## src/sv/rad_pkg.sv

```systemverilog
// rad_pkg: shared constants, types and command codes for rational_add_divide_reduce
// no dependencies
package rad_pkg;
    localparam int FIELD_BITS      = 31;
    localparam int OP_BITS         = 2;
    localparam int VALUE_BITS_DEF  = 31;

    localparam logic [1:0] OP_ADD    = 2'd0;
    localparam logic [1:0] OP_DIV    = 2'd1;
    localparam logic [1:0] OP_REDUCE = 2'd2;

    // datapath commands
    localparam logic [3:0] CMD_NONE    = 4'd0;
    localparam logic [3:0] CMD_LOAD    = 4'd1;  // latch operands, check range
    localparam logic [3:0] CMD_GCD_AB  = 4'd2;  // x=ad, y=bd
    localparam logic [3:0] CMD_GCD_NUM = 4'd3;  // x=rn, y=rd
    localparam logic [3:0] CMD_GCD_K   = 4'd4;  // x=rn, y=k
    localparam logic [3:0] CMD_STEP    = 4'd5;  // not decoded by rad_datapath
    localparam logic [3:0] CMD_START   = 4'd6;  // start unit with selected operands
    localparam logic [3:0] CMD_SAVE    = 4'd7;  // store unit result
    localparam logic [3:0] CMD_PLAIN   = 4'd8;  // plain sum over equal denominators

    // operand / destination selection for shared divide and multiply units
    localparam logic [3:0] SEL_L_DIV_G    = 4'd0;  // t = ad / g
    localparam logic [3:0] SEL_L_MUL      = 4'd1;  // l = t * bd
    localparam logic [3:0] SEL_LA         = 4'd2;  // t = l / ad
    localparam logic [3:0] SEL_P          = 4'd3;  // p = an * t
    localparam logic [3:0] SEL_LB         = 4'd4;  // t = l / bd
    localparam logic [3:0] SEL_Q          = 4'd5;  // q = bn * t, then rn = p + q, rd = l
    localparam logic [3:0] SEL_RN_DIV_G   = 4'd6;  // rn = rn / g
    localparam logic [3:0] SEL_RD_DIV_G   = 4'd7;  // rd = rd / g
    localparam logic [3:0] SEL_K_DIV_G    = 4'd8;  // t = k / g
    localparam logic [3:0] SEL_RD_MUL     = 4'd9;  // rd = rd * t

    typedef struct packed {
        logic [3:0] cmd;
        logic [3:0] sel;
        logic       is_mul;
    } rad_cmd_t;

    typedef struct packed {
        logic       bad;
        logic       gcd_done;
        logic       unit_done;
        logic       den_eq;
        logic       rn_zero;
        logic [1:0] op;
    } rad_stat_t;

    // request and result payloads
    typedef struct packed {
        logic [OP_BITS-1:0]    op;
        logic [FIELD_BITS-1:0] a_num;
        logic [FIELD_BITS-1:0] a_den;
        logic [FIELD_BITS-1:0] b_num;
        logic [FIELD_BITS-1:0] b_den;
        logic [FIELD_BITS-1:0] divisor;
    } frac_req_t;

    typedef struct packed {
        logic [FIELD_BITS-1:0] res_num;
        logic [FIELD_BITS-1:0] res_den;
        logic                  overflow;
    } frac_res_t;
endpackage

```

## src/sv/rad_ctrl.sv

```systemverilog
// rad_ctrl: sequencer that walks one request through load, gcd, divides and
// multiplies; depends on rad_pkg
module rad_ctrl import rad_pkg::*; (
    input  logic      clk,
    input  logic      rst_n,
    input  logic      in_valid,
    output logic      in_ready,
    output logic      out_valid,
    input  logic      out_ready,
    input  rad_stat_t stat,
    output rad_cmd_t  cmd
);
    localparam logic [4:0] S_IDLE   = 5'd0;
    localparam logic [4:0] S_CHECK  = 5'd1;
    localparam logic [4:0] S_GAB    = 5'd2;
    localparam logic [4:0] S_U_LDG  = 5'd3;
    localparam logic [4:0] S_U_LMUL = 5'd4;
    localparam logic [4:0] S_U_LA   = 5'd5;
    localparam logic [4:0] S_U_P    = 5'd6;
    localparam logic [4:0] S_U_LB   = 5'd7;
    localparam logic [4:0] S_U_Q    = 5'd8;
    localparam logic [4:0] S_RED    = 5'd9;
    localparam logic [4:0] S_GRED   = 5'd10;
    localparam logic [4:0] S_U_RN   = 5'd11;
    localparam logic [4:0] S_U_RD   = 5'd12;
    localparam logic [4:0] S_AFTER  = 5'd13;
    localparam logic [4:0] S_GK     = 5'd14;
    localparam logic [4:0] S_U_RNK  = 5'd15;
    localparam logic [4:0] S_U_KG   = 5'd16;
    localparam logic [4:0] S_U_RDM  = 5'd17;
    localparam logic [4:0] S_OUT    = 5'd18;
    localparam logic [4:0] S_PLAIN  = 5'd19;

    logic [4:0] state_reg, state_next;
    logic       run_reg, run_next;   // unit started and waiting
    logic       post_reg, post_next; // reduction done: divide step follows

    assign in_ready  = (state_reg == S_IDLE);
    assign out_valid = (state_reg == S_OUT);

    // next-state and command decode; unit states start the unit, then wait for done
    always_comb
    begin
        state_next = state_reg;
        run_next   = run_reg;
        post_next  = post_reg;
        cmd        = '{cmd: CMD_NONE, sel: SEL_L_DIV_G, is_mul: 1'b0};
        case (state_reg)
            S_IDLE:
                if (in_valid)
                begin
                    cmd.cmd    = CMD_LOAD;
                    state_next = S_CHECK;
                end
            S_CHECK:
                if (stat.bad)
                    state_next = S_OUT;
                else if (stat.op == OP_ADD)
                    state_next = stat.den_eq ? S_PLAIN : S_GAB;
                else
                begin
                    post_next  = (stat.op == OP_DIV);
                    state_next = S_RED;
                end
            S_PLAIN:
            begin
                cmd.cmd    = CMD_PLAIN;
                post_next  = 1'b0;
                state_next = S_RED;
            end
            S_GAB:
                if (!run_reg)
                begin
                    cmd.cmd  = CMD_GCD_AB;
                    run_next = 1'b1;
                end
                else if (stat.gcd_done)
                begin
                    run_next   = 1'b0;
                    state_next = S_U_LDG;
                end
            S_RED:
                if (stat.bad || stat.rn_zero)
                    state_next = S_OUT;
                else
                    state_next = S_GRED;
            S_GRED:
                if (!run_reg)
                begin
                    cmd.cmd  = CMD_GCD_NUM;
                    run_next = 1'b1;
                end
                else if (stat.gcd_done)
                begin
                    run_next   = 1'b0;
                    state_next = S_U_RN;
                end
            S_AFTER:
                state_next = post_reg ? S_GK : S_OUT;
            S_GK:
                if (!run_reg)
                begin
                    cmd.cmd  = CMD_GCD_K;
                    run_next = 1'b1;
                end
                else if (stat.gcd_done)
                begin
                    run_next   = 1'b0;
                    state_next = S_U_RNK;
                end
            S_U_LDG, S_U_LMUL, S_U_LA, S_U_P, S_U_LB, S_U_Q,
            S_U_RN, S_U_RD, S_U_RNK, S_U_KG, S_U_RDM:
            begin
                case (state_reg)
                    S_U_LDG:  cmd.sel = SEL_L_DIV_G;
                    S_U_LMUL: begin cmd.sel = SEL_L_MUL; cmd.is_mul = 1'b1; end
                    S_U_LA:   cmd.sel = SEL_LA;
                    S_U_P:    begin cmd.sel = SEL_P; cmd.is_mul = 1'b1; end
                    S_U_LB:   cmd.sel = SEL_LB;
                    S_U_Q:    begin cmd.sel = SEL_Q; cmd.is_mul = 1'b1; end
                    S_U_RN:   cmd.sel = SEL_RN_DIV_G;
                    S_U_RD:   cmd.sel = SEL_RD_DIV_G;
                    S_U_RNK:  cmd.sel = SEL_RN_DIV_G;
                    S_U_KG:   cmd.sel = SEL_K_DIV_G;
                    S_U_RDM:  begin cmd.sel = SEL_RD_MUL; cmd.is_mul = 1'b1; end
                    default:  cmd.sel = SEL_L_DIV_G;
                endcase
                if (!run_reg)
                begin
                    cmd.cmd  = CMD_START;
                    run_next = 1'b1;
                end
                else if (stat.unit_done)
                begin
                    cmd.cmd  = CMD_SAVE;
                    run_next = 1'b0;
                    case (state_reg)
                        S_U_LDG:  state_next = S_U_LMUL;
                        S_U_LMUL: state_next = S_U_LA;
                        S_U_LA:   state_next = S_U_P;
                        S_U_P:    state_next = S_U_LB;
                        S_U_LB:   state_next = S_U_Q;
                        S_U_Q:    begin post_next = 1'b0; state_next = S_RED; end
                        S_U_RN:   state_next = S_U_RD;
                        S_U_RD:   state_next = S_AFTER;
                        S_U_RNK:  state_next = S_U_KG;
                        S_U_KG:   state_next = S_U_RDM;
                        default:  state_next = S_OUT;
                    endcase
                end
            end
            S_OUT:
                if (out_ready)
                    state_next = S_IDLE;
            default:
                state_next = S_IDLE;
        endcase
    end

    always_ff @(posedge clk or negedge rst_n)
    begin
        if (!rst_n)
        begin
            state_reg <= S_IDLE;
            run_reg   <= 1'b0;
            post_reg  <= 1'b0;
        end
        else
        begin
            state_reg <= state_next;
            run_reg   <= run_next;
            post_reg  <= post_next;
        end
    end
endmodule

```

## config.mk

```make
export PLATFORM = sky130hd
export DESIGN_NAME = rad_ctrl
export DESIGN_NICKNAME = d
export VERILOG_FILES = /design/src/sv/rad_pkg.sv /design/src/sv/rad_ctrl.sv
export SDC_FILE = /design/constraint.sdc
export NUM_CORES = 1
export LEC_CHECK = 0
export BUFFER_PORTS_ARGS = -buffer_cell sky130_fd_sc_hd__buf_2
export CORE_MARGIN = 8
export CORE_UTILIZATION = 47
export DETAILED_ROUTE_END_ITERATION = 10
export PLACE_DENSITY_LB_ADDON = 0.3
export SLEW_MARGIN = 20
export SYNTH_ARGS = -nofsm -noshare
export SYNTH_HDL_FRONTEND = slang
export SYNTH_SLANG_ARGS = --single-unit
```

## constraint.sdc

```tcl
create_clock -name clk -period 1.8 [get_ports clk]
set_clock_uncertainty 0.15 [all_clocks]
set_input_delay 0.09 -clock clk [delete_from_list [all_inputs] [get_ports clk]]
set_output_delay 0.09 -clock clk [all_outputs]
set_load 0.01 [all_outputs]
```

==> results of run 1 <==
## synth_stat cells (3+ instances only)
cell type / instances / area, um^2
sky130_fd_sc_hd__o21ai_0: 12 / 60.1
sky130_fd_sc_hd__a21oi_1: 5 / 25.0
sky130_fd_sc_hd__nor3_1: 7 / 35.0
sky130_fd_sc_hd__a31oi_1: 5 / 31.3
sky130_fd_sc_hd__dfrtp_1: 7 / 175
sky130_fd_sc_hd__nand3_1: 3 / 15.0
sky130_fd_sc_hd__nand2_1: 8 / 30.0
sky130_fd_sc_hd__inv_1: 5 / 18.8
sky130_fd_sc_hd__nor2_1: 16 / 60.1
sky130_fd_sc_hd__a32oi_1: 3 / 26.3
sky130_fd_sc_hd__clkbuf_1: 6 / 22.5
sky130_fd_sc_hd__o21a_1: 3 / 22.5
## final cells by class
| cell class | count | area, um^2 | area share, % |
|---|---|---|---|
| multi-input cells | 98 | 803 | 50.5 |
| repair buffers | 67 | 529 | 33.3 |
| clock buffers | 4 | 26.3 | 1.65 |
| well taps | 27 | 33.8 | 2.12 |
| flip-flops and latches | 7 | 180 | 11.3 |
| inverters | 5 | 18.8 | 1.18 |
## power by group
part           internal (W)  switching [W]
logic               0.00129        0.00129
registers          0.000239       0.000138
clock network     0.0000855      0.0000719
total               0.00161        0.00150
## routing by layer
metal  vias to the layer above  track usage [%]  share of wire, %
li1                        575                -                 -
met1                       598             25.1                37
met2                        93             38.0                50
met3                        20             1.29               7.4
met4                         0             9.52               4.8
met5                         -                0                 0
## worst min-delay path by stage
stage	startpoint	endpoint	slack, ps	cells after the start
2_1_floorplan	rst_n	post_reg$_DFFE_PN0P_	-360	0
3_3_place_gp	rst_n	run_reg$_DFFE_PN0P_	-220	1
3_5_place_dp	rst_n	run_reg$_DFFE_PN0P_	-210	1
4_1_cts	rst_n	run_reg$_DFFE_PN0P_	40	2
5_1_grt	rst_n	run_reg$_DFFE_PN0P_	50	2
6_report	rst_n	run_reg$_DFFE_PN0P_	30	2
## critical path: cells and delay by family, from the launching register on
| family | cells | cell delay, ps |
|---|---|---|
| buffers and inverters | 2 | 260 |
| AOI/OAI and AO/OA | 1 | 180 |
| DFF | 1 | 440 |
| and+or+nand+nor | 4 | 940 |
## kinds of logic (layout without fill, tap and decap cells)
logic type	count (synthesis)	in the layout
mux	1	1
flops	7	7
buf+inv	15	76
simple gates	54	54
compound gates	43	43
## metrics by stage
stage | cells | power (W) | cell area [um^2]
after floorplan | 120 | 0.00142 | 903
after CTS | 202 | 0.00258 | 1420
final | 208 | 0.00312 | 1590
after global routing | 208 | 0.00327 | 1590
after detailed placement | 188 | 0.00213 | 1210
after global placement | 188 | 0.00207 | 1210
## timing repair
item,in CTS,in global routing
setup buffers,7,7
endpoints found under the setup margin,14,18
hold buffers,4,0
pin swaps,6,8
resized for setup,23,34
endpoints found under the hold margin,9,0
## placed cells by master (no fill, tap or decap), drive strengths merged, types with 2 or more instances in the layout
master and count:
a21o 2, a31oi 5, o21ai 12, a21oi 5, nor4b 3, o21a 3, inv 5, nor2 16
nand2b 2, nor3 7, nand3 3, nor2b 3, nand2 8, a32oi 3, nor4 2, dfrtp 7
clkbuf 4, o41ai 2, nand4 3, buf 63, dlygate4sd3 4, a21boi 2, o31ai 2
==> flow_results.xml, run 1 <==
<?xml version="1.0" encoding="UTF-8"?>
<metrics>
  <group name="status">
    <metric name="status" unit="">complete, but fails checks</metric>
    <metric name="violations" unit="">negative setup slack</metric>
  </group>
  <group name="timing">
    <metric name="setup_slack_after_layout" unit="ps">-293</metric>
    <metric name="finalSetupViolations" unit="">16</metric>
    <metric name="timing_worst_slew_pin_value" unit="ps">429</metric>
    <metric name="layout_worst_path_cycle_share" unit="%">116</metric>
    <metric name="slew_violations" unit="">0</metric>
    <metric name="whs" unit="ps">28.1</metric>
    <metric name="timing.slew.headroom" unit="%">71.3</metric>
    <metric name="fin_crit" unit="ps">2090</metric>
    <metric name="finalHoldViolCount" unit="">0</metric>
    <metric name="max_freq" unit="GHz">0.478</metric>
    <metric name="setup_tns" unit="ps">-2430</metric>
    <metric name="rsz0062_at_grt" unit="">true</metric>
  </group>
  <group name="yosys">
    <metric name="synthArstFlopShare" unit="%">100</metric>
    <metric name="yosys_register_bits" unit="">7</metric>
    <metric name="fraction_of_the_mapped_netlist_area_in_adder_cells" unit="%">0</metric>
    <metric name="synthesized_area_per_cell" unit="um^2">7.48</metric>
    <metric name="portion_of_netlist_area_occupied_by_mux_cells" unit="%">1.67</metric>
    <metric name="synth.lib_cells_used.distinct" unit="">44</metric>
    <metric name="synth_seq_area_share" unit="%">19.5</metric>
    <metric name="synth_xor_area_share" unit="%">0</metric>
    <metric name="yosys_most_used_dff" unit="">sky130_fd_sc_hd__dfrtp_1</metric>
    <metric name="largest_family_of_logic_cells_by_synthesized_area" unit="">simple AND/OR/NAND/NOR gates</metric>
    <metric name="post_synth_inst_count" unit="">120</metric>
    <metric name="synth-edff-count" unit="">0</metric>
    <metric name="syn-cell-area" unit="um^2">897</metric>
    <metric name="synth-warning-count" unit="">0</metric>
    <metric name="synth_nets" unit="">131</metric>
    <metric name="fraction_of_the_mapped_netlist_area_in_compound_gates" unit="%">34.4</metric>
    <metric name="yosys.area_share.simple" unit="%">36.5</metric>
  </group>
  <group name="grt">
    <metric name="grt_first_pass_wirelength" unit="um">5840</metric>
    <metric name="globalRouteTotalUtil" unit="%">21.3</metric>
    <metric name="overflow" unit="">0</metric>
    <metric name="grt_pass1_vias" unit="">1199</metric>
    <metric name="initial_antenna_violation_count" unit="">0</metric>
    <metric name="grt_start_max_net_pins" unit="">13</metric>
  </group>
  <group name="layout">
    <metric name="final_core_util" unit="%">84.6</metric>
    <metric name="design.final.nets" unit="">193</metric>
    <metric name="fillers" unit="">116</metric>
    <metric name="area_growth_syn_to_layout" unit="%">77.4</metric>
    <metric name="largest_reg_flops" unit="">5</metric>
    <metric name="num_antenna_cells" unit="">0</metric>
    <metric name="fraction_of_layout_cells_with_a_size_suffix_above_1" unit="%">56.4</metric>
  </group>
  <group name="floorplan">
    <metric name="dieArea" unit="um^2">3560</metric>
    <metric name="die_boundary_width" unit="um">59.7</metric>
    <metric name="core_area" unit="um^2">1880</metric>
    <metric name="start_util" unit="%">47.7</metric>
    <metric name="io-pin-count" unit="">22</metric>
    <metric name="die_h" unit="um">59.7</metric>
    <metric name="row_count" unit="">16</metric>
  </group>
  <group name="setup_path">
    <metric name="setup.worst_path.start" unit="">state_reg[3]$_DFFE_PN0P_</metric>
    <metric name="worst_path_max_delay_cell" unit="">sky130_fd_sc_hd__dfrtp_2</metric>
    <metric name="critical_path.endpoint" unit="">state_reg[0]$_DFFE_PN0P_</metric>
    <metric name="worst_path_largest_cell_delay" unit="ps">440</metric>
    <metric name="crit-reg2reg-launch" unit="">state_reg[3]$_DFFE_PN0P_</metric>
    <metric name="r2r_end" unit="">state_reg[0]$_DFFE_PN0P_</metric>
    <metric name="worst-r2r-setup-slack" unit="ps">-290</metric>
    <metric name="worstPathArrival" unit="ps">2090</metric>
    <metric name="critical_path_class" unit="">reg2reg</metric>
    <metric name="reg2reg_depth" unit="">7</metric>
    <metric name="crit_path_end_kind" unit="">flip-flop</metric>
    <metric name="crit_chain" unit="">buf_4 -&gt; or3b_4 -&gt; or3_4 -&gt; nand4_4 -&gt; buf_6 -&gt; nor2b_2 -&gt; o22a_1</metric>
    <metric name="critical_path.startpoint_type" unit="">flip-flop</metric>
    <metric name="cp.required" unit="ps">1800</metric>
    <metric name="maximum_net_fanout_on_the_critical_path" unit="">6</metric>
  </group>
  <group name="clock_network">
    <metric name="numCtsBuffers" unit="">3</metric>
    <metric name="clock_tree_from_tritoncts" unit="">yes</metric>
    <metric name="number_of_buffers_between_clock_root_and_the_deepest_sink" unit="">2</metric>
    <metric name="cts_root_buffer" unit="">sky130_fd_sc_hd__clkbuf_4</metric>
    <metric name="clkLatencyLatePin" unit="ps">280</metric>
    <metric name="cts_htree_levels" unit="">1</metric>
    <metric name="tritoncts_num_sinks" unit="">7</metric>
    <metric name="path_clk_slew" unit="ps">60</metric>
  </group>
  <group name="power_and_ir_drop">
    <metric name="cellLeakagePower" unit="nW">0.722</metric>
    <metric name="ir_worst_vdd" unit="V">0.00140</metric>
    <metric name="power_per_cell_area" unit="nW/um^2">1960</metric>
  </group>
  <group name="detailed_routing">
    <metric name="detail-route-antenna-nets" unit="">0</metric>
    <metric name="first_pass_iters" unit="">4</metric>
    <metric name="vias" unit="">1286</metric>
    <metric name="dr.first_iter.drc_count" unit="">129</metric>
    <metric name="route.detailed.drc" unit="">0</metric>
    <metric name="routedWlPerCell" unit="um">19.8</metric>
    <metric name="route.detailed.vias_per_inst" unit="">6.18</metric>
    <metric name="wl" unit="um">4120</metric>
  </group>
  <group name="placed_design">
    <metric name="post-dp-hpwl" unit="um">2410</metric>
    <metric name="globalplace.congestion" unit="">0.907</metric>
    <metric name="port_buffers" unit="">21</metric>
    <metric name="place_worst_setup_slack" unit="ps">-168</metric>
  </group>
  <group name="worst_hold_path">
    <metric name="min_path_type" unit="">in2async</metric>
  </group>
  <group name="flow_run">
    <metric name="max-cap-violations" unit="">0</metric>
  </group>
</metrics>
Power figures use the tool's default switching activity.
==> run 2, diff against run 1 <==
--- a/config.mk
+++ b/config.mk
@@ -5,11 +5,14 @@
 export SDC_FILE = /design/constraint.sdc
 export NUM_CORES = 1
 export LEC_CHECK = 0
+export ABC_AREA = 1
+export ABC_CLOCK_PERIOD_IN_PS = 1800
 export BUFFER_PORTS_ARGS = -buffer_cell sky130_fd_sc_hd__buf_2
 export CORE_MARGIN = 8
 export CORE_UTILIZATION = 47
 export DETAILED_ROUTE_END_ITERATION = 10
 export PLACE_DENSITY_LB_ADDON = 0.3
+export REMOVE_ABC_BUFFERS = 1
 export SLEW_MARGIN = 20
 export SYNTH_ARGS = -nofsm -noshare
 export SYNTH_HDL_FRONTEND = slang
==> flow_results.xml, run 2 <==
<?xml version="1.0" encoding="UTF-8"?>
<metrics>
  <group name="detailed_routing">
    <metric name="route.detailed.vias_per_inst" unit="">5.35</metric>
    <metric name="route.detailed.drc" unit="">0</metric>
    <metric name="detail-route-antenna-nets" unit="">0</metric>
    <metric name="routedWlPerCell" unit="um">14.9</metric>
    <metric name="dr.first_iter.drc_count" unit="">48</metric>
    <metric name="first_pass_iters" unit="">4</metric>
    <metric name="wl" unit="um">3300</metric>
    <metric name="vias" unit="">1188</metric>
  </group>
  <group name="power_and_ir_drop">
    <metric name="finalPower" unit="W">0.00280</metric>
    <metric name="power_per_cell_area" unit="nW/um^2">2060</metric>
    <metric name="ir_worst_vdd" unit="V">0.00132</metric>
    <metric name="cellLeakagePower" unit="nW">0.794</metric>
    <metric name="comb_power_share" unit="%">80.3</metric>
    <metric name="power.switching_fraction" unit="%">54.9</metric>
    <metric name="net-switching-power" unit="W">0.00154</metric>
    <metric name="power.clock.fraction" unit="%">5.5</metric>
    <metric name="power.share.sequential" unit="%">14.3</metric>
    <metric name="internal-power" unit="W">0.00126</metric>
  </group>
  <group name="clock_network">
    <metric name="path_clk_slew" unit="ps">60</metric>
    <metric name="tritoncts_num_sinks" unit="">7</metric>
    <metric name="cts_root_buffer" unit="">sky130_fd_sc_hd__clkbuf_4</metric>
    <metric name="clock_tree_from_tritoncts" unit="">yes</metric>
    <metric name="cts_htree_levels" unit="">1</metric>
    <metric name="numCtsBuffers" unit="">3</metric>
    <metric name="clkLatencyLatePin" unit="ps">260</metric>
    <metric name="number_of_buffers_between_clock_root_and_the_deepest_sink" unit="">2</metric>
  </group>
  <group name="layout">
    <metric name="final_design_area_no_fill" unit="um^2">1360</metric>
    <metric name="mostFrequentLayoutCell" unit="">sky130_fd_sc_hd__nand2_1</metric>
    <metric name="design.final.nets" unit="">209</metric>
    <metric name="area_growth_syn_to_layout" unit="%">51.8</metric>
    <metric name="largest_reg_flops" unit="">5</metric>
    <metric name="sequential_cell_area" unit="um^2">181</metric>
    <metric name="fraction_of_layout_cells_with_a_size_suffix_above_1" unit="%">49.7</metric>
    <metric name="fillers" unit="">141</metric>
    <metric name="combined_area_of_the_multi_input_logic_cells" unit="um^2">751</metric>
    <metric name="num_antenna_cells" unit="">0</metric>
    <metric name="highest_count_cells_in_the_layout_ignoring_fill_and_taps" unit="">sky130_fd_sc_hd__nand2_1, sky130_fd_sc_hd__buf_2, sky130_fd_sc_hd__buf_4</metric>
  </group>
  <group name="yosys">
    <metric name="synth_seq_area_share" unit="%">19.6</metric>
    <metric name="synth_commonest_cells" unit="">sky130_fd_sc_hd__nand2_1, sky130_fd_sc_hd__inv_1, sky130_fd_sc_hd__nand3_1, sky130_fd_sc_hd__nor2_1</metric>
    <metric name="yosys.area.top_type" unit="">sky130_fd_sc_hd__nand2_1</metric>
    <metric name="synth-warning-count" unit="">0</metric>
    <metric name="yosys_register_bits" unit="">7</metric>
    <metric name="synthesized_area_per_cell" unit="um^2">5.89</metric>
    <metric name="synth_area_leaders" unit="">sky130_fd_sc_hd__nand2_1, sky130_fd_sc_hd__dfrtp_1, sky130_fd_sc_hd__nand3_1</metric>
    <metric name="synth-edff-count" unit="">0</metric>
    <metric name="syn-cell-area" unit="um^2">896</metric>
    <metric name="post-synth-top-area-fraction" unit="%">20.1</metric>
    <metric name="yosys_most_used_dff" unit="">sky130_fd_sc_hd__dfrtp_1</metric>
    <metric name="post_synth_inst_count" unit="">152</metric>
    <metric name="synth.lib_cells_used.distinct" unit="">22</metric>
    <metric name="cell_with_the_most_instances_after_synthesis" unit="">sky130_fd_sc_hd__nand2_1</metric>
    <metric name="synthArstFlopShare" unit="%">100</metric>
  </group>
  <group name="placed_design">
    <metric name="globalplace.congestion" unit="">0.962</metric>
    <metric name="placedInstanceArea" unit="um^2">1030</metric>
    <metric name="port_buffers" unit="">21</metric>
    <metric name="place_worst_setup_slack" unit="ps">8.18</metric>
    <metric name="post-dp-hpwl" unit="um">2160</metric>
  </group>
  <group name="floorplan">
    <metric name="core_area" unit="um^2">1760</metric>
    <metric name="row_count" unit="">15</metric>
    <metric name="die_h" unit="um">59.7</metric>
    <metric name="start_util" unit="%">50.8</metric>
    <metric name="die_boundary_width" unit="um">59.7</metric>
    <metric name="dieArea" unit="um^2">3560</metric>
    <metric name="io-pin-count" unit="">22</metric>
  </group>
  <group name="timing">
    <metric name="finalHoldViolCount" unit="">0</metric>
    <metric name="whs" unit="ps">31.1</metric>
    <metric name="max_freq" unit="GHz">0.517</metric>
    <metric name="layout_worst_path_cycle_share" unit="%">107</metric>
    <metric name="finalSetupViolations" unit="">10</metric>
    <metric name="timing_worst_slew_pin_value" unit="ps">306</metric>
    <metric name="rsz0062_at_grt" unit="">true</metric>
    <metric name="fin_crit" unit="ps">1930</metric>
    <metric name="setup_slack_after_layout" unit="ps">-133</metric>
    <metric name="slew_violations" unit="">0</metric>
    <metric name="timing.slew.headroom" unit="%">79.4</metric>
  </group>
  <group name="grt">
    <metric name="grt_start_max_net_pins" unit="">9</metric>
    <metric name="grt_first_pass_wirelength" unit="um">4990</metric>
    <metric name="overflow" unit="">0</metric>
    <metric name="initial_antenna_violation_count" unit="">0</metric>
    <metric name="grt_pass1_vias" unit="">1113</metric>
    <metric name="globalRouteTotalUtil" unit="%">18.3</metric>
  </group>
  <group name="worst_hold_path">
    <metric name="min_path_type" unit="">in2async</metric>
  </group>
  <group name="setup_path">
    <metric name="worstPathArrival" unit="ps">1690</metric>
    <metric name="cp.required" unit="ps">1560</metric>
    <metric name="critical_path.startpoint_type" unit="">flip-flop</metric>
    <metric name="crit_path_end_kind" unit="">output pin</metric>
    <metric name="maximum_net_fanout_on_the_critical_path" unit="">6</metric>
    <metric name="critical_path_class" unit="">reg2out</metric>
    <metric name="reg2reg_depth" unit="">12</metric>
  </group>
  <group name="flow_run">
    <metric name="max-cap-violations" unit="">0</metric>
  </group>
  <group name="status">
    <metric name="violations" unit="">negative setup slack</metric>
    <metric name="status" unit="">complete, but fails checks</metric>
  </group>
</metrics>
==> run 2: changes by cell type in the layout (fill, tap and decap cells not counted), sizes merged, moves of 4 or more <==
cell / before / now
o21ai: 12 / 8
nand4: 3 / 7
a31oi: 5 / 0
nand2: 8 / 56
nor2: 16 / 23
buf: 63 / 41
nand3: 3 / 17
inv: 5 / 23
==> run 2: cells by family after synthesis <==
kind of cell	after synthesis	synth area share (%)
flip-flops	7	19.6
AO/OA/AOI/OAI	12	7.96
AND/OR/NAND/NOR	109	62.3
buffers and inverters	24	10.2
==> run 2: metal layers <==
metal / global-route usage [%] / vias to the layer above / share of wire, %
li1: - / 581 / -
met1: 20.8 / 539 / 39
met2: 31.7 / 53 / 50
met3: 3.00 / 15 / 6.4
met4: 9.52 / 0 / 3.9
met5: 0 / - / 0
==> run 2: area by class of cell <==
cell class,instances,area share (%)
tap,25,2.30
multi-input combinational,121,55.2
timing repair buffer,42,20.6
clock buffer,3,1.66
sequential,7,13.3
clock inverter,1,0.368
inverter,23,6.53
==> run 2: power by group through the flow <==
stage	registers [W]	logic, W	clock network, W
2_1_floorplan	0.000336	0.00113	0
3_3_place_gp	0.000357	0.00148	0
3_5_place_dp	0.000358	0.00152	0
4_1_cts	0.000385	0.00179	0.000156
5_1_grt	0.000408	0.00245	0.000170
6_report	0.000399	0.00225	0.000154
==> run 2: through the flow <==
| stage | utilization [%] | TNS (ps) | instances |
|---|---|---|---|
| floorplan | - | 0 | 151 |
| global placement | 58.7 | 0 | 198 |
| detailed placement | 58.7 | 0 | 198 |
| CTS | 68.4 | -180 | 212 |
| global route | 77.1 | -1860 | 222 |
| finish | 77.1 | -990 | 222 |
==> run 2: worst paths after layout <==
path,startpoint,endpoint,slack (ps)
worst max-delay path,state_reg[1]$_DFFE_PN0P_,cmd[6],-130
worst min-delay path,rst_n,state_reg[2]$_DFFE_PN0P_,30
worst max register to register,state_reg[1]$_DFFE_PN0P_,state_reg[1]$_DFFE_PN0P_,-130
worst min register to register,post_reg$_DFFE_PN0P_,post_reg$_DFFE_PN0P_,450
max in group asynchronous,rst_n,state_reg[4]$_DFFE_PN0P_,1300
min in group clk,stat[0],post_reg$_DFFE_PN0P_,50
==> run 2: critical path, stage by stage (launching register included) <==
cell and delay (ps):
sky130_fd_sc_hd__dfrtp_2 480, sky130_fd_sc_hd__nor2_4 230, sky130_fd_sc_hd__nand3_2 120, sky130_fd_sc_hd__nand2_2 120
sky130_fd_sc_hd__nor2_4 50, sky130_fd_sc_hd__nand3_4 100, sky130_fd_sc_hd__o21ai_2 70, sky130_fd_sc_hd__o21ai_1 80
sky130_fd_sc_hd__buf_2 150
==> run 2: repair_timing <==
item / in CTS / in global routing
cloned: 0 / 0
resized for setup: 21 / 24
pin swaps: 8 / 13
hold endpoints to repair: 7 / 0
hold buffers: 1 / 0
setup endpoints to repair: 5 / 11
setup buffers: 9 / 11
==> run 3, diff against run 2 <==
--- a/config.mk
+++ b/config.mk
@@ -13,6 +13,7 @@
 export DETAILED_ROUTE_END_ITERATION = 10
 export PLACE_DENSITY_LB_ADDON = 0.3
 export REMOVE_ABC_BUFFERS = 1
+export SETUP_SLACK_MARGIN = 0.4
 export SLEW_MARGIN = 20
 export SYNTH_ARGS = -nofsm -noshare
 export SYNTH_HDL_FRONTEND = slang
==> flow_results.xml, run 3 (synthesis gave the netlist of run 2 again) <==
<?xml version="1.0" encoding="UTF-8"?>
<metrics>
  <group name="grt">
    <metric name="initial_antenna_violation_count" unit="">0</metric>
    <metric name="grt_first_pass_wirelength" unit="um">5290</metric>
    <metric name="grt_pass1_vias" unit="">1200</metric>
    <metric name="overflow" unit="">0</metric>
    <metric name="globalRouteTotalUtil" unit="%">19.4</metric>
    <metric name="grt_start_max_net_pins" unit="">9</metric>
  </group>
  <group name="floorplan">
    <metric name="core_area" unit="um^2">1760</metric>
    <metric name="dieArea" unit="um^2">3560</metric>
    <metric name="row_count" unit="">15</metric>
    <metric name="start_util" unit="%">50.8</metric>
    <metric name="die_boundary_width" unit="um">59.7</metric>
    <metric name="die_h" unit="um">59.7</metric>
    <metric name="io-pin-count" unit="">22</metric>
  </group>
  <group name="clock_network">
    <metric name="number_of_buffers_between_clock_root_and_the_deepest_sink" unit="">2</metric>
    <metric name="cts_htree_levels" unit="">1</metric>
    <metric name="tritoncts_num_sinks" unit="">7</metric>
    <metric name="path_clk_slew" unit="ps">70</metric>
    <metric name="cts_root_buffer" unit="">sky130_fd_sc_hd__clkbuf_4</metric>
    <metric name="numCtsBuffers" unit="">3</metric>
    <metric name="clock_tree_from_tritoncts" unit="">yes</metric>
    <metric name="clkLatencyLatePin" unit="ps">270</metric>
  </group>
  <group name="timing">
    <metric name="timing.slew.headroom" unit="%">78.8</metric>
    <metric name="fin_crit" unit="ps">2050</metric>
    <metric name="finalSetupViolations" unit="">11</metric>
    <metric name="timing_worst_slew_pin_value" unit="ps">315</metric>
    <metric name="layout_worst_path_cycle_share" unit="%">114</metric>
    <metric name="finalHoldViolCount" unit="">0</metric>
    <metric name="slew_violations" unit="">0</metric>
    <metric name="max_freq" unit="GHz">0.488</metric>
    <metric name="rsz0062_at_grt" unit="">true</metric>
    <metric name="setup_slack_after_layout" unit="ps">-247</metric>
  </group>
  <group name="placed_design">
    <metric name="place_worst_setup_slack" unit="ps">8.18</metric>
    <metric name="post-dp-hpwl" unit="um">2160</metric>
    <metric name="placedInstanceArea" unit="um^2">1030</metric>
    <metric name="port_buffers" unit="">21</metric>
    <metric name="placed_cells" unit="">198</metric>
    <metric name="globalplace.congestion" unit="">0.962</metric>
  </group>
  <group name="layout">
    <metric name="largest_reg_flops" unit="">5</metric>
    <metric name="final_design_area_no_fill" unit="um^2">1450</metric>
    <metric name="area_growth_syn_to_layout" unit="%">62.0</metric>
    <metric name="fillers" unit="">123</metric>
    <metric name="num_antenna_cells" unit="">0</metric>
    <metric name="fraction_of_layout_cells_with_a_size_suffix_above_1" unit="%">51.7</metric>
    <metric name="combined_area_of_the_multi_input_logic_cells" unit="um^2">777</metric>
    <metric name="mostFrequentLayoutCell" unit="">sky130_fd_sc_hd__nand2_1</metric>
    <metric name="design.final.nets" unit="">215</metric>
    <metric name="highest_count_cells_in_the_layout_ignoring_fill_and_taps" unit="">sky130_fd_sc_hd__nand2_1, sky130_fd_sc_hd__buf_4, sky130_fd_sc_hd__buf_2</metric>
    <metric name="sequential_cell_area" unit="um^2">181</metric>
    <metric name="post_layout_nonfiller_instances" unit="">228</metric>
  </group>
  <group name="setup_path">
    <metric name="setup.worst_path.start" unit="">state_reg[0]$_DFFE_PN0P_</metric>
    <metric name="critical_path.endpoint" unit="">state_reg[4]$_DFFE_PN0P_</metric>
    <metric name="critical_path.startpoint_type" unit="">flip-flop</metric>
    <metric name="maximum_net_fanout_on_the_critical_path" unit="">5</metric>
    <metric name="r2r_end" unit="">state_reg[4]$_DFFE_PN0P_</metric>
    <metric name="crit-reg2reg-launch" unit="">state_reg[0]$_DFFE_PN0P_</metric>
    <metric name="worst-r2r-setup-slack" unit="ps">-250</metric>
    <metric name="crit_path_end_kind" unit="">flip-flop</metric>
    <metric name="worstPathArrival" unit="ps">2100</metric>
    <metric name="critical_path_class" unit="">reg2reg</metric>
    <metric name="cp.required" unit="ps">1850</metric>
    <metric name="reg2reg_depth" unit="">9</metric>
  </group>
  <group name="power_and_ir_drop">
    <metric name="finalPower" unit="W">0.00292</metric>
    <metric name="power_per_cell_area" unit="nW/um^2">2010</metric>
    <metric name="cellLeakagePower" unit="nW">0.820</metric>
    <metric name="ir_worst_vdd" unit="V">0.00144</metric>
  </group>
  <group name="worst_hold_path">
    <metric name="min_path_type" unit="">in2async</metric>
  </group>
  <group name="detailed_routing">
    <metric name="first_pass_iters" unit="">5</metric>
    <metric name="vias" unit="">1292</metric>
    <metric name="route.detailed.vias_per_inst" unit="">5.67</metric>
    <metric name="route.detailed.drc" unit="">0</metric>
    <metric name="routedWlPerCell" unit="um">16.4</metric>
    <metric name="dr.first_iter.drc_count" unit="">111</metric>
    <metric name="wl" unit="um">3750</metric>
    <metric name="detail-route-antenna-nets" unit="">0</metric>
  </group>
  <group name="status">
    <metric name="status" unit="">complete, but fails checks</metric>
    <metric name="violations" unit="">negative setup slack</metric>
  </group>
  <group name="flow_run">
    <metric name="max-cap-violations" unit="">0</metric>
  </group>
</metrics>
run 3: changes by cell type in the layout (fill, tap and decap cells not counted), sizes merged:
cell,previous run,this run
buf,41,47
run 3: through the flow:
step | utilization, % | TNS [ps] | hold WS [ps]
after floorplan | - | 0 | -356
after CTS | 73.2 | -181 | 34.3
after global routing | 82.3 | -2160 | 40.9
after detailed placement | 58.7 | 0 | -217
after global placement | 58.7 | 0 | -225
final | 82.3 | -1090 | 26.7
run 3: worst min-delay path by stage:
stage | cells after the start | end
2_1_floorplan | 0 | post_reg$_DFFE_PN0P_
3_3_place_gp | 1 | post_reg$_DFFE_PN0P_
3_5_place_dp | 1 | run_reg$_DFFE_PN0P_
4_1_cts | 2 | run_reg$_DFFE_PN0P_
5_1_grt | 2 | post_reg$_DFFE_PN0P_
6_report | 2 | state_reg[2]$_DFFE_PN0P_
run 3: repair_timing:
action                                 CTS  global route
buffers inserted                        14            11
pin swaps                                9            18
setup endpoints to repair               18            18
hold buffers                             1             0
resized for setup                       32            21
endpoints found under the hold margin    7             0
run 3: final cells by class:
type	count	share of cell area, %
flip-flops and latches	7	12.5
clock inverters	1	0.345
repair buffers	48	23.8
clock buffers	3	1.55
inverters	23	6.12
well taps	25	2.16
multi-input cells	121	53.5
run 3: report_power, final:
group          total [W]  switching, W  internal [W]
clock network   0.000157     0.0000753     0.0000820
registers       0.000399      0.000160      0.000239
logic            0.00237       0.00136       0.00100
total            0.00292       0.00160       0.00133
run 3: critical path, cell delays in order, from the launching register on:
cell,delay (ps)
sky130_fd_sc_hd__dfrtp_2,450
sky130_fd_sc_hd__inv_2,70
sky130_fd_sc_hd__buf_4,140
sky130_fd_sc_hd__nor2_1,230
sky130_fd_sc_hd__nand3_1,260
sky130_fd_sc_hd__nor2_2,220
sky130_fd_sc_hd__o21ai_0,160
sky130_fd_sc_hd__o2111ai_1,130
sky130_fd_sc_hd__nand2_1,100
sky130_fd_sc_hd__nand2_1,60
run 3: layer usage:
metal	routed length, um	up-vias	GRT usage, %
met4	261	0	13.6
met2	1800	90	32.6
met3	323	33	4.28
met5	0	-	0
met1	1360	572	20.9
li1	-	597	-
